**config.mk**
```make
export PLATFORM = sky130hd
export DESIGN_NAME = length_prefixed_request_deframer
export DESIGN_NICKNAME = d
export VERILOG_FILES = /design/src/hdl/lprd_pkg.sv /design/src/hdl/lprd_parser.sv /design/src/hdl/length_prefixed_request_deframer.sv
export SDC_FILE = /design/constraint.sdc
export NUM_CORES = 1
export LEC_CHECK = 0
export ABC_CLOCK_PERIOD_IN_PS = 4400
export BUFFER_PORTS_ARGS = -buffer_cell sky130_fd_sc_hd__buf_2
export CORE_ASPECT_RATIO = 2
export CORE_UTILIZATION = 45
export DETAILED_ROUTE_END_ITERATION = 7
export GPL_ROUTABILITY_DRIVEN = 0
export SLEW_MARGIN = 5
export SYNTH_ARGS = -nofsm -noshare
export SYNTH_HDL_FRONTEND = slang
export SYNTH_HIERARCHICAL = 1
export SYNTH_SLANG_ARGS = --single-unit
```
**constraint.sdc**
```tcl
create_clock -name clk -period 4.4 [get_ports clk]
set_input_delay 0.88 -clock clk [delete_from_list [all_inputs] [get_ports clk]]
set_output_delay 0.88 -clock clk [all_outputs]
set_load 0.005 [all_outputs]
```
**src/hdl/lprd_pkg.sv**
```systemverilog
// ----------------------------------------------------------------------------
// lprd_pkg: shared types and constants for the request deframer
// Parse phases, byte roles, error codes and the per-byte result record.
// ----------------------------------------------------------------------------
package lprd_pkg;

  localparam int DEF_MAX_MSG = 4096;
  localparam int HDR_BYTES   = 4;
  localparam int ARG_IDX_W   = 10;

  typedef enum logic [2:0] {
    PH_LEN,
    PH_COUNT,
    PH_ARGLEN,
    PH_PAYLOAD,
    PH_ERR
  } lprd_phase_t;

  localparam logic [2:0] ROLE_LEN     = 3'd0;
  localparam logic [2:0] ROLE_COUNT   = 3'd1;
  localparam logic [2:0] ROLE_ARGLEN  = 3'd2;
  localparam logic [2:0] ROLE_PAYLOAD = 3'd3;
  localparam logic [2:0] ROLE_IGNORED = 3'd4;

  localparam logic [2:0] ERR_NONE      = 3'd0;
  localparam logic [2:0] ERR_TOO_LONG  = 3'd1;
  localparam logic [2:0] ERR_UNDER_HDR = 3'd2;
  localparam logic [2:0] ERR_COUNT     = 3'd3;
  localparam logic [2:0] ERR_OVERRUN   = 3'd4;
  localparam logic [2:0] ERR_TRAILING  = 3'd5;

  typedef struct packed {
    logic [7:0]           data_byte;
    logic [2:0]           byte_role;
    logic [ARG_IDX_W-1:0] arg_index;
    logic                 arg_last;
    logic                 frame_last;
    logic [2:0]           error_code;
  } lprd_result_t;

endpackage

```
**src/hdl/lprd_parser.sv**
```systemverilog
// ----------------------------------------------------------------------------
// lprd_parser: framing state machine and per-byte tagging
// Holds the parse state; computes the tag of one byte and the next state.
// ----------------------------------------------------------------------------
module lprd_parser #(
  parameter int MAX_MSG = lprd_pkg::DEF_MAX_MSG
) (
  input  logic                 clk,
  input  logic                 rst,
  input  logic                 en,
  input  logic [7:0]           in_byte,
  output lprd_pkg::lprd_result_t result
);
  import lprd_pkg::*;

  localparam int CW = $clog2(MAX_MSG + 1);

  lprd_phase_t          phase, phase_next;
  logic [1:0]           hdr_cnt, hdr_cnt_next;
  logic [23:0]          hdr_word, hdr_word_next;
  logic [CW-1:0]        frame_left, frame_left_next;
  logic [CW-1:0]        args_left, args_left_next;
  logic [CW-1:0]        arg_left, arg_left_next;
  logic [ARG_IDX_W-1:0] arg_cnt, arg_cnt_next;

  logic [31:0]   w;
  logic          hdr_done;
  logic [CW-1:0] frame_dec, args_dec, arg_dec;
  logic          body_short;
  logic          arg_done;
  logic          done_frame_end;
  logic [2:0]    err;
  logic          flast;
  logic          alast;

  assign w         = {in_byte, hdr_word};
  assign hdr_done  = (hdr_cnt == 2'd3);
  assign frame_dec = (frame_left != '0) ? frame_left - CW'(1) : frame_left;
  assign args_dec  = (args_left  != '0) ? args_left  - CW'(1) : args_left;
  assign arg_dec   = (arg_left   != '0) ? arg_left   - CW'(1) : arg_left;
  assign body_short = (frame_dec < CW'(HDR_BYTES));

  // an argument completes: zero length header, or last payload byte
  assign arg_done = ((phase == PH_ARGLEN) && hdr_done && (w == 32'd0) &&
                     !(w > 32'(frame_dec))) ||
                    ((phase == PH_PAYLOAD) && (arg_dec == '0));
  assign done_frame_end = (args_dec == '0);

  // outputs of one byte
  always_comb begin
    err   = ERR_NONE;
    flast = 1'b0;
    alast = 1'b0;
    result.data_byte  = in_byte;
    result.byte_role  = ROLE_IGNORED;
    result.arg_index  = '0;
    unique case (phase)
      PH_LEN: begin
        result.byte_role = ROLE_LEN;
        if (hdr_done) begin
          if (w > 32'(MAX_MSG)) begin
            err = ERR_TOO_LONG;
          end else if (w < 32'(HDR_BYTES)) begin
            err = ERR_UNDER_HDR;
          end
        end
      end
      PH_COUNT: begin
        result.byte_role = ROLE_COUNT;
        if (hdr_done) begin
          if (w > 32'(MAX_MSG)) begin
            err = ERR_COUNT;
          end else if (w == 32'd0) begin
            if (frame_dec == '0) begin
              flast = 1'b1;
            end else begin
              err = ERR_TRAILING;
            end
          end else if (body_short) begin
            err = ERR_OVERRUN;
          end
        end
      end
      PH_ARGLEN, PH_PAYLOAD: begin
        result.byte_role = (phase == PH_ARGLEN) ? ROLE_ARGLEN : ROLE_PAYLOAD;
        result.arg_index = arg_cnt;
        if ((phase == PH_ARGLEN) && hdr_done && (w > 32'(frame_dec))) begin
          err = ERR_OVERRUN;
        end else if (arg_done) begin
          alast = 1'b1;
          if (done_frame_end) begin
            if (frame_dec == '0) begin
              flast = 1'b1;
            end else begin
              err = ERR_TRAILING;
            end
          end else if (body_short) begin
            err = ERR_OVERRUN;
          end
        end
      end
      default: begin
        result.byte_role = ROLE_IGNORED;
      end
    endcase
    result.arg_last   = alast;
    result.frame_last = flast;
    result.error_code = err;
  end

  // next state
  always_comb begin
    phase_next      = phase;
    hdr_cnt_next    = hdr_cnt;
    hdr_word_next   = hdr_word;
    frame_left_next = frame_left;
    args_left_next  = args_left;
    arg_left_next   = arg_left;
    arg_cnt_next    = arg_cnt;
    if (phase == PH_LEN || phase == PH_COUNT || phase == PH_ARGLEN) begin
      hdr_cnt_next = hdr_cnt + 2'd1;
      case (hdr_cnt)
        2'd0:    hdr_word_next[7:0]   = in_byte;
        2'd1:    hdr_word_next[15:8]  = in_byte;
        2'd2:    hdr_word_next[23:16] = in_byte;
        default: hdr_word_next        = '0;
      endcase
    end
    if (phase == PH_COUNT || phase == PH_ARGLEN || phase == PH_PAYLOAD) begin
      frame_left_next = frame_dec;
    end
    unique case (phase)
      PH_LEN: begin
        if (hdr_done) begin
          frame_left_next = w[CW-1:0];
          arg_cnt_next    = '0;
          phase_next      = PH_COUNT;
        end
      end
      PH_COUNT: begin
        if (hdr_done) begin
          if (w == 32'd0) begin
            phase_next = PH_LEN;
          end else begin
            args_left_next = w[CW-1:0];
            phase_next     = PH_ARGLEN;
          end
        end
      end
      PH_ARGLEN, PH_PAYLOAD: begin
        if (phase == PH_PAYLOAD) begin
          arg_left_next = arg_dec;
        end
        if (arg_done) begin
          arg_cnt_next   = arg_cnt + ARG_IDX_W'(1);
          args_left_next = args_dec;
          phase_next     = done_frame_end ? PH_LEN : PH_ARGLEN;
        end else if (phase == PH_ARGLEN && hdr_done) begin
          arg_left_next = w[CW-1:0];
          phase_next    = PH_PAYLOAD;
        end
      end
      default: begin
        phase_next = PH_ERR;
      end
    endcase
    if (err != ERR_NONE) begin
      phase_next = PH_ERR;
    end
  end

  always_ff @(posedge clk) begin
    if (rst) begin
      phase      <= PH_LEN;
      hdr_cnt    <= '0;
      hdr_word   <= '0;
      frame_left <= '0;
      args_left  <= '0;
      arg_left   <= '0;
      arg_cnt    <= '0;
    end else if (en) begin
      phase      <= phase_next;
      hdr_cnt    <= hdr_cnt_next;
      hdr_word   <= hdr_word_next;
      frame_left <= frame_left_next;
      args_left  <= args_left_next;
      arg_left   <= arg_left_next;
      arg_cnt    <= arg_cnt_next;
    end
  end

`ifndef SYNTHESIS
  a_err_sticky: assert property (@(posedge clk) disable iff (rst)
    (phase == PH_ERR) |=> (phase == PH_ERR))
    else $error("left error phase without reset");
  a_err_enters: assert property (@(posedge clk) disable iff (rst)
    (en && result.error_code != ERR_NONE) |=> (phase == PH_ERR))
    else $error("error reported but parser kept going");
  a_flast_clean: assert property (@(posedge clk) disable iff (rst)
    (en && result.frame_last) |-> (result.error_code == ERR_NONE && frame_dec == '0))
    else $error("frame end with error or body bytes left");
  a_flast_restart: assert property (@(posedge clk) disable iff (rst)
    (en && result.frame_last) |=> (phase == PH_LEN && hdr_cnt == 2'd0))
    else $error("frame end did not return to length header");
  a_payload_aligned: assert property (@(posedge clk) disable iff (rst)
    (phase == PH_PAYLOAD) |-> (hdr_cnt == 2'd0 && arg_left != '0))
    else $error("payload phase with header bytes pending or empty argument");
`endif

endmodule

```
**src/hdl/length_prefixed_request_deframer.sv**
```systemverilog
// An accepted item is registered in the input register, then in the output register.
// 1 item per cycle unless out_stall holds the output; parse state updates once per byte.
// An empty input register accepts a new item while a finished result waits on the output.
// Reset (rst, synchronous): parser returns to expecting a frame length, all counters
// zero, both pipeline registers empty; an error latches until the next reset.
// ----------------------------------------------------------------------------
// length_prefixed_request_deframer: top level
// Input register, parser, output register; tags each request byte with role,
// argument index, argument/frame end marks and the first framing error.
// ----------------------------------------------------------------------------
module length_prefixed_request_deframer #(
  parameter int MAX_MSG = lprd_pkg::DEF_MAX_MSG
) (
  input  logic                           clk,
  input  logic                           rst,
  input  logic                           in_valid,
  output logic                           in_stall,
  input  logic [7:0]                     in_byte,
  output logic                           out_valid,
  input  logic                           out_stall,
  output logic [7:0]                     data_byte,
  output logic [2:0]                     byte_role,
  output logic [lprd_pkg::ARG_IDX_W-1:0] arg_index,
  output logic                           arg_last,
  output logic                           frame_last,
  output logic [2:0]                     error_code
);
  import lprd_pkg::*;

  // input register stage
  logic       s1_valid;
  logic [7:0] s1_byte;

  // output register stage
  lprd_result_t res_comb;
  lprd_result_t res;

  logic out_open;   // output register can take an item this cycle
  logic adv;        // item moves from the input register through the parser
  logic in_take;

  assign out_open = !out_valid || !out_stall;
  assign adv      = s1_valid && out_open;
  assign in_stall = s1_valid && !out_open;
  assign in_take  = in_valid && !in_stall;

  always_ff @(posedge clk) begin
    if (rst) begin
      s1_valid <= 1'b0;
    end else if (in_take) begin
      s1_valid <= 1'b1;
    end else if (adv) begin
      s1_valid <= 1'b0;
    end
  end

  // payload holds while stalled; no reset needed
  always_ff @(posedge clk) begin
    if (in_take) begin
      s1_byte <= in_byte;
    end
  end

  // the parser state commits only when its result is written out
  lprd_parser #(
    .MAX_MSG(MAX_MSG)
  ) u_parser (
    .clk     (clk),
    .rst     (rst),
    .en      (adv),
    .in_byte (s1_byte),
    .result  (res_comb)
  );

  always_ff @(posedge clk) begin
    if (rst) begin
      out_valid <= 1'b0;
    end else if (out_open) begin
      out_valid <= s1_valid;
    end
  end

  always_ff @(posedge clk) begin
    if (adv) begin
      res <= res_comb;
    end
  end

  assign data_byte  = res.data_byte;
  assign byte_role  = res.byte_role;
  assign arg_index  = res.arg_index;
  assign arg_last   = res.arg_last;
  assign frame_last = res.frame_last;
  assign error_code = res.error_code;

endmodule

```
==> results.rst <==
.. list-table::
   :header-rows: 1

   * - Metric
     - Value
   * - Layout Skew
     - 0.0119 ns
   * - Port Buf Inserts
     - 39
   * - Switching component of the power
     - 0.686 mW
   * - Fill cell total of the finished layout
     - 1369
   * - Maximum number of pins on one net before global-route repair
     - 53
   * - Share of final-layout standard cells stronger than drive strength 1
     - 16.0%
   * - Power density cells
     - 355 mW/mm²
   * - IR drop worst, VDD
     - 348 µV
   * - Most frequent cells in the layout
     - sky130_fd_sc_hd__nand2_1 (89), sky130_fd_sc_hd__dfxtp_1 (79), sky130_fd_sc_hd__a21oi_1 (73)
   * - Path type of the worst setup path
     - reg -> reg
   * - Number of buffers added for setup after CTS
     - 0
   * - Core region area
     - 0.0143 mm²
   * - Initial cell density of the core
     - 45.9%
   * - Share of total power in sequential cells
     - 42.6%
   * - Initial antenna violation count
     - 0
   * - Worst path required time
     - 4.73 ns
   * - Net switching fraction of the power
     - 25.8%
   * - Synthesized netlist net count
     - 810
   * - DRC violation count after routing
     - 1
   * - Count of final max-slew check failures
     - 0
   * - Number of enable flip-flop cells after synthesis
     - 34
   * - Period minus WS final
     - 4.23 ns
   * - Cell area after layout
     - 0.00748 mm²
   * - Total Die Area
     - 0.0151 mm²
   * - Overall via count from detail_route
     - 6218
   * - Inserted Clock Buffers
     - 17
   * - Sinks on Clock Net
     - 114
   * - Post-DP HPWL
     - 14000 µm
   * - Number of levels in the clock H-tree
     - 4
   * - Kind of end point of the critical path
     - flop
   * - Transition time at the pin with the least slew margin
     - 1.03 ns
   * - Hold Fails Final Rpt
     - 0
   * - Run status
     - finished with violations
   * - RSZ-0062 raised after global routing
     - no
   * - Clock root buffer
     - sky130_fd_sc_hd__clkbuf_16
   * - Leak pwr
     - 2.82 nW
   * - Synthesized flop and latch total
     - 114
   * - Register area share after synthesis
     - 40.0%
   * - Resized cells post-CTS
     - 0
   * - Finish-stage setup viols
     - 0
   * - Antenna diode count
     - 0
   * - Hold Buf Count CTS
     - 0
   * - Total global-route track usage
     - 26.8%
   * - Register-to-register setup slack
     - 0.17 ns
   * - Detailed-route wire length per cell
     - 19.5 µm
   * - Hold crit path type
     - reg -> reg
   * - Clock tree from TritonCTS
     - built
   * - Synthesized area
     - 0.00655 mm²
   * - Number of search-and-repair iterations in the first detailed-routing pass
     - 8
   * - Via count normalized by instance count
     - 6.19
   * - DRC violation total after the first TritonRoute iteration
     - 544
   * - Number of global-route vias before repair
     - 6046
   * - Highest net fanout along the worst path
     - 17
   * - Max Cap Viol
     - 0
   * - Async set-or-reset flop fraction in the synthesized netlist
     - 0%
   * - Mean instance size in the synthesized netlist
     - 8.43 µm²
   * - Layout area overhead
     - 14.1%
   * - Global-route wire length before repair
     - 31300 µm
   * - Clock insertion delay at the later pin of the skew report
     - 0.41 ns
   * - Most common flop cell mapped by yosys
     - sky130_fd_sc_hd__dfxtp_1
   * - Internal Power
     - 1.97 mW
   * - # nets final
     - 832
   * - Most frequent standard cell in the layout excluding fill and tap cells
     - sky130_fd_sc_hd__nand2_1
   * - Highest achievable clock rate
     - 237 MHz
   * - Maximum buffer depth of the clock tree
     - 2
   * - Post-placement cell area
     - 0.00689 mm²
   * - Yosys warning count
     - 6
   * - DRT Wirelength
     - 19500 µm
   * - Clock power share
     - 50.5%
   * - Startpoint type of the worst setup path
     - flop
   * - Worst Path Arrival
     - 4.56 ns
   * - Post-route ant nets
     - 0
   * - Boundary Pins
     - 40
   * - Failing checks
     - design-rule violations
   * - Horiz. Die Dim
     - 87.3 µm
   * - Clock slew seen by the registers of the worst setup and hold paths
     - 0.06 ns
   * - Netlist cell types
     - 79
   * - Total negative setup slack
     - 0 ns
   * - Floorplan row count
     - 62
   * - Cells after synthesis
     - 777
   * - Y dimension of the die
     - 173 µm
   * - Final cycle utilization of the critical path
     - 96.1%
   * - Normalized max-slew margin
     - 30.8%
   * - Combinational power share
     - 6.9%
   * - GRT Residual Overflow
     - 0
-- per-layer routing --
layer	vias to the layer above	track usage, %	wire, µm
met1	2943	27.7	7170
met2	268	48.9	10500
met3	76	4.92	905
li1	2931	-	-
met5	-	0	0
met4	0	15.0	971
-- final timing paths --
kind | end | startpoint | depth (start not counted)
worst max-delay path | u_parser/arg_left[10] | u_parser/frame_left[1] | 17
worst max register to register | u_parser/arg_left[10] | u_parser/frame_left[1] | 17
worst min-delay path | u_parser/hdr_word[19] | u_parser/hdr_word[19] | 2
worst min register to register | u_parser/hdr_word[19] | u_parser/hdr_word[19] | 2
-- logic make-up after synthesis --
logic type                 synth area share [%]
AOI/OAI and AO/OA                          22.7
DFF                                        40.0
adders and majority gates                  4.01
and+or+nand+nor                            24.9
muxes                                      1.47
buffers and inverters                      5.69
xor gates and xnor gates                   1.20
-- cell usage after synthesis, drive strengths merged (3+ instances only) --
cell type   n  area (µm²)
nand2      89         334
o221a       3        33.8
clkbuf     38         143
or2         8        50.1
nor3b       3        22.5
inv        25        93.8
nand2b      5        31.3
xnor2       5        43.8
a22oi       3        22.5
nor2       50         188
a31oi       7        43.8
buf        20         136
a221oi      3        26.3
a21boi      3        22.5
a32o        9        90.1
nand3b      3        22.5
nor3       31         160
a211oi      5        37.5
o211ai      6        45.0
o32ai       5        43.8
a21oi      76         399
nor4       15         100
o21ai      56         280
o21a        3        22.5
o31ai      10        88.8
nor2b       4        25.0
o2bb2ai     7        61.3
xor2        4        35.0
ha         21         263
or4         9        78.8
a31o        3        26.3
edfxtp     34        1020
and2       16         100
mux2i       7        70.1
o31a        3        26.3
or3        21         131
nand3      42         215
o311ai      3        43.8
nand4      11        75.1
dfxtp      80        1600
-- registers in the layout (all words and copies together) (netlist names), 2 cells and up --
| signal | count |
|---|---|
| data_byte | 8 |
| s1_byte | 8 |
| u_parser/args_left | 13 |
| u_parser/arg_cnt | 10 |
| error_code | 3 |
| byte_role | 3 |
| u_parser/frame_left | 13 |
| u_parser/phase | 3 |
| arg_index | 10 |
| u_parser/hdr_word | 24 |
| u_parser/arg_left | 13 |
| u_parser/hdr_cnt | 2 |
-- critical path, stage by stage, from the launching register on --
cell,delay (ns)
sky130_fd_sc_hd__dfxtp_1,0.37
sky130_fd_sc_hd__inv_1,0.12
sky130_fd_sc_hd__ha_1,0.21
sky130_fd_sc_hd__or3b_1,0.48
sky130_fd_sc_hd__or3_1,0.40
sky130_fd_sc_hd__a21oi_4,0.23
sky130_fd_sc_hd__ha_1,0.20
sky130_fd_sc_hd__o211a_1,0.16
sky130_fd_sc_hd__o21ai_0,0.09
sky130_fd_sc_hd__a31o_2,0.22
sky130_fd_sc_hd__a221o_1,0.38
sky130_fd_sc_hd__nand4_1,0.13
sky130_fd_sc_hd__o311ai_4,0.11
sky130_fd_sc_hd__buf_4,0.21
sky130_fd_sc_hd__nor2_1,0.09
sky130_fd_sc_hd__buf_4,0.24
sky130_fd_sc_hd__mux2_2,0.35
sky130_fd_sc_hd__a21oi_1,0.11
-- cell type report --
| cell class | instances | area [µm²] | share of cell area (%) |
|---|---|---|---|
| flip-flops and latches | 114 | 2620 | 35.1 |
| multi-input cells | 580 | 3590 | 48.0 |
| clock buffers | 17 | 425 | 5.69 |
| repair buffers | 61 | 360 | 4.82 |
| clock inverters | 15 | 149 | 1.99 |
| inverters | 25 | 93.8 | 1.25 |
| well taps | 192 | 240 | 3.21 |
-- through the flow --
step	instances	util, %	power (mW)	hold slack [ns]	worst slack, ns
4_1_cts	1004	52.3	2.68	0.456	0.139
6_report	1004	52.4	2.66	0.455	0.173
3_3_place_gp	972	48.2	1.33	0.442	0.289
5_1_grt	1004	52.4	2.76	0.472	0.00790
3_5_place_dp	972	48.2	1.33	0.447	0.206
2_1_floorplan	777	-	1.27	0.432	0.423
-- power by group through the flow --
stage	sequential [mW]	clock [mW]	combinational [mW]
global placement	1.15	0	0.176
CTS	1.13	1.37	0.181
global route	1.13	1.43	0.198
detailed placement	1.15	0	0.180
floorplan	1.14	0	0.129
finish	1.13	1.34	0.184
Power figures use the tool's default switching activity.
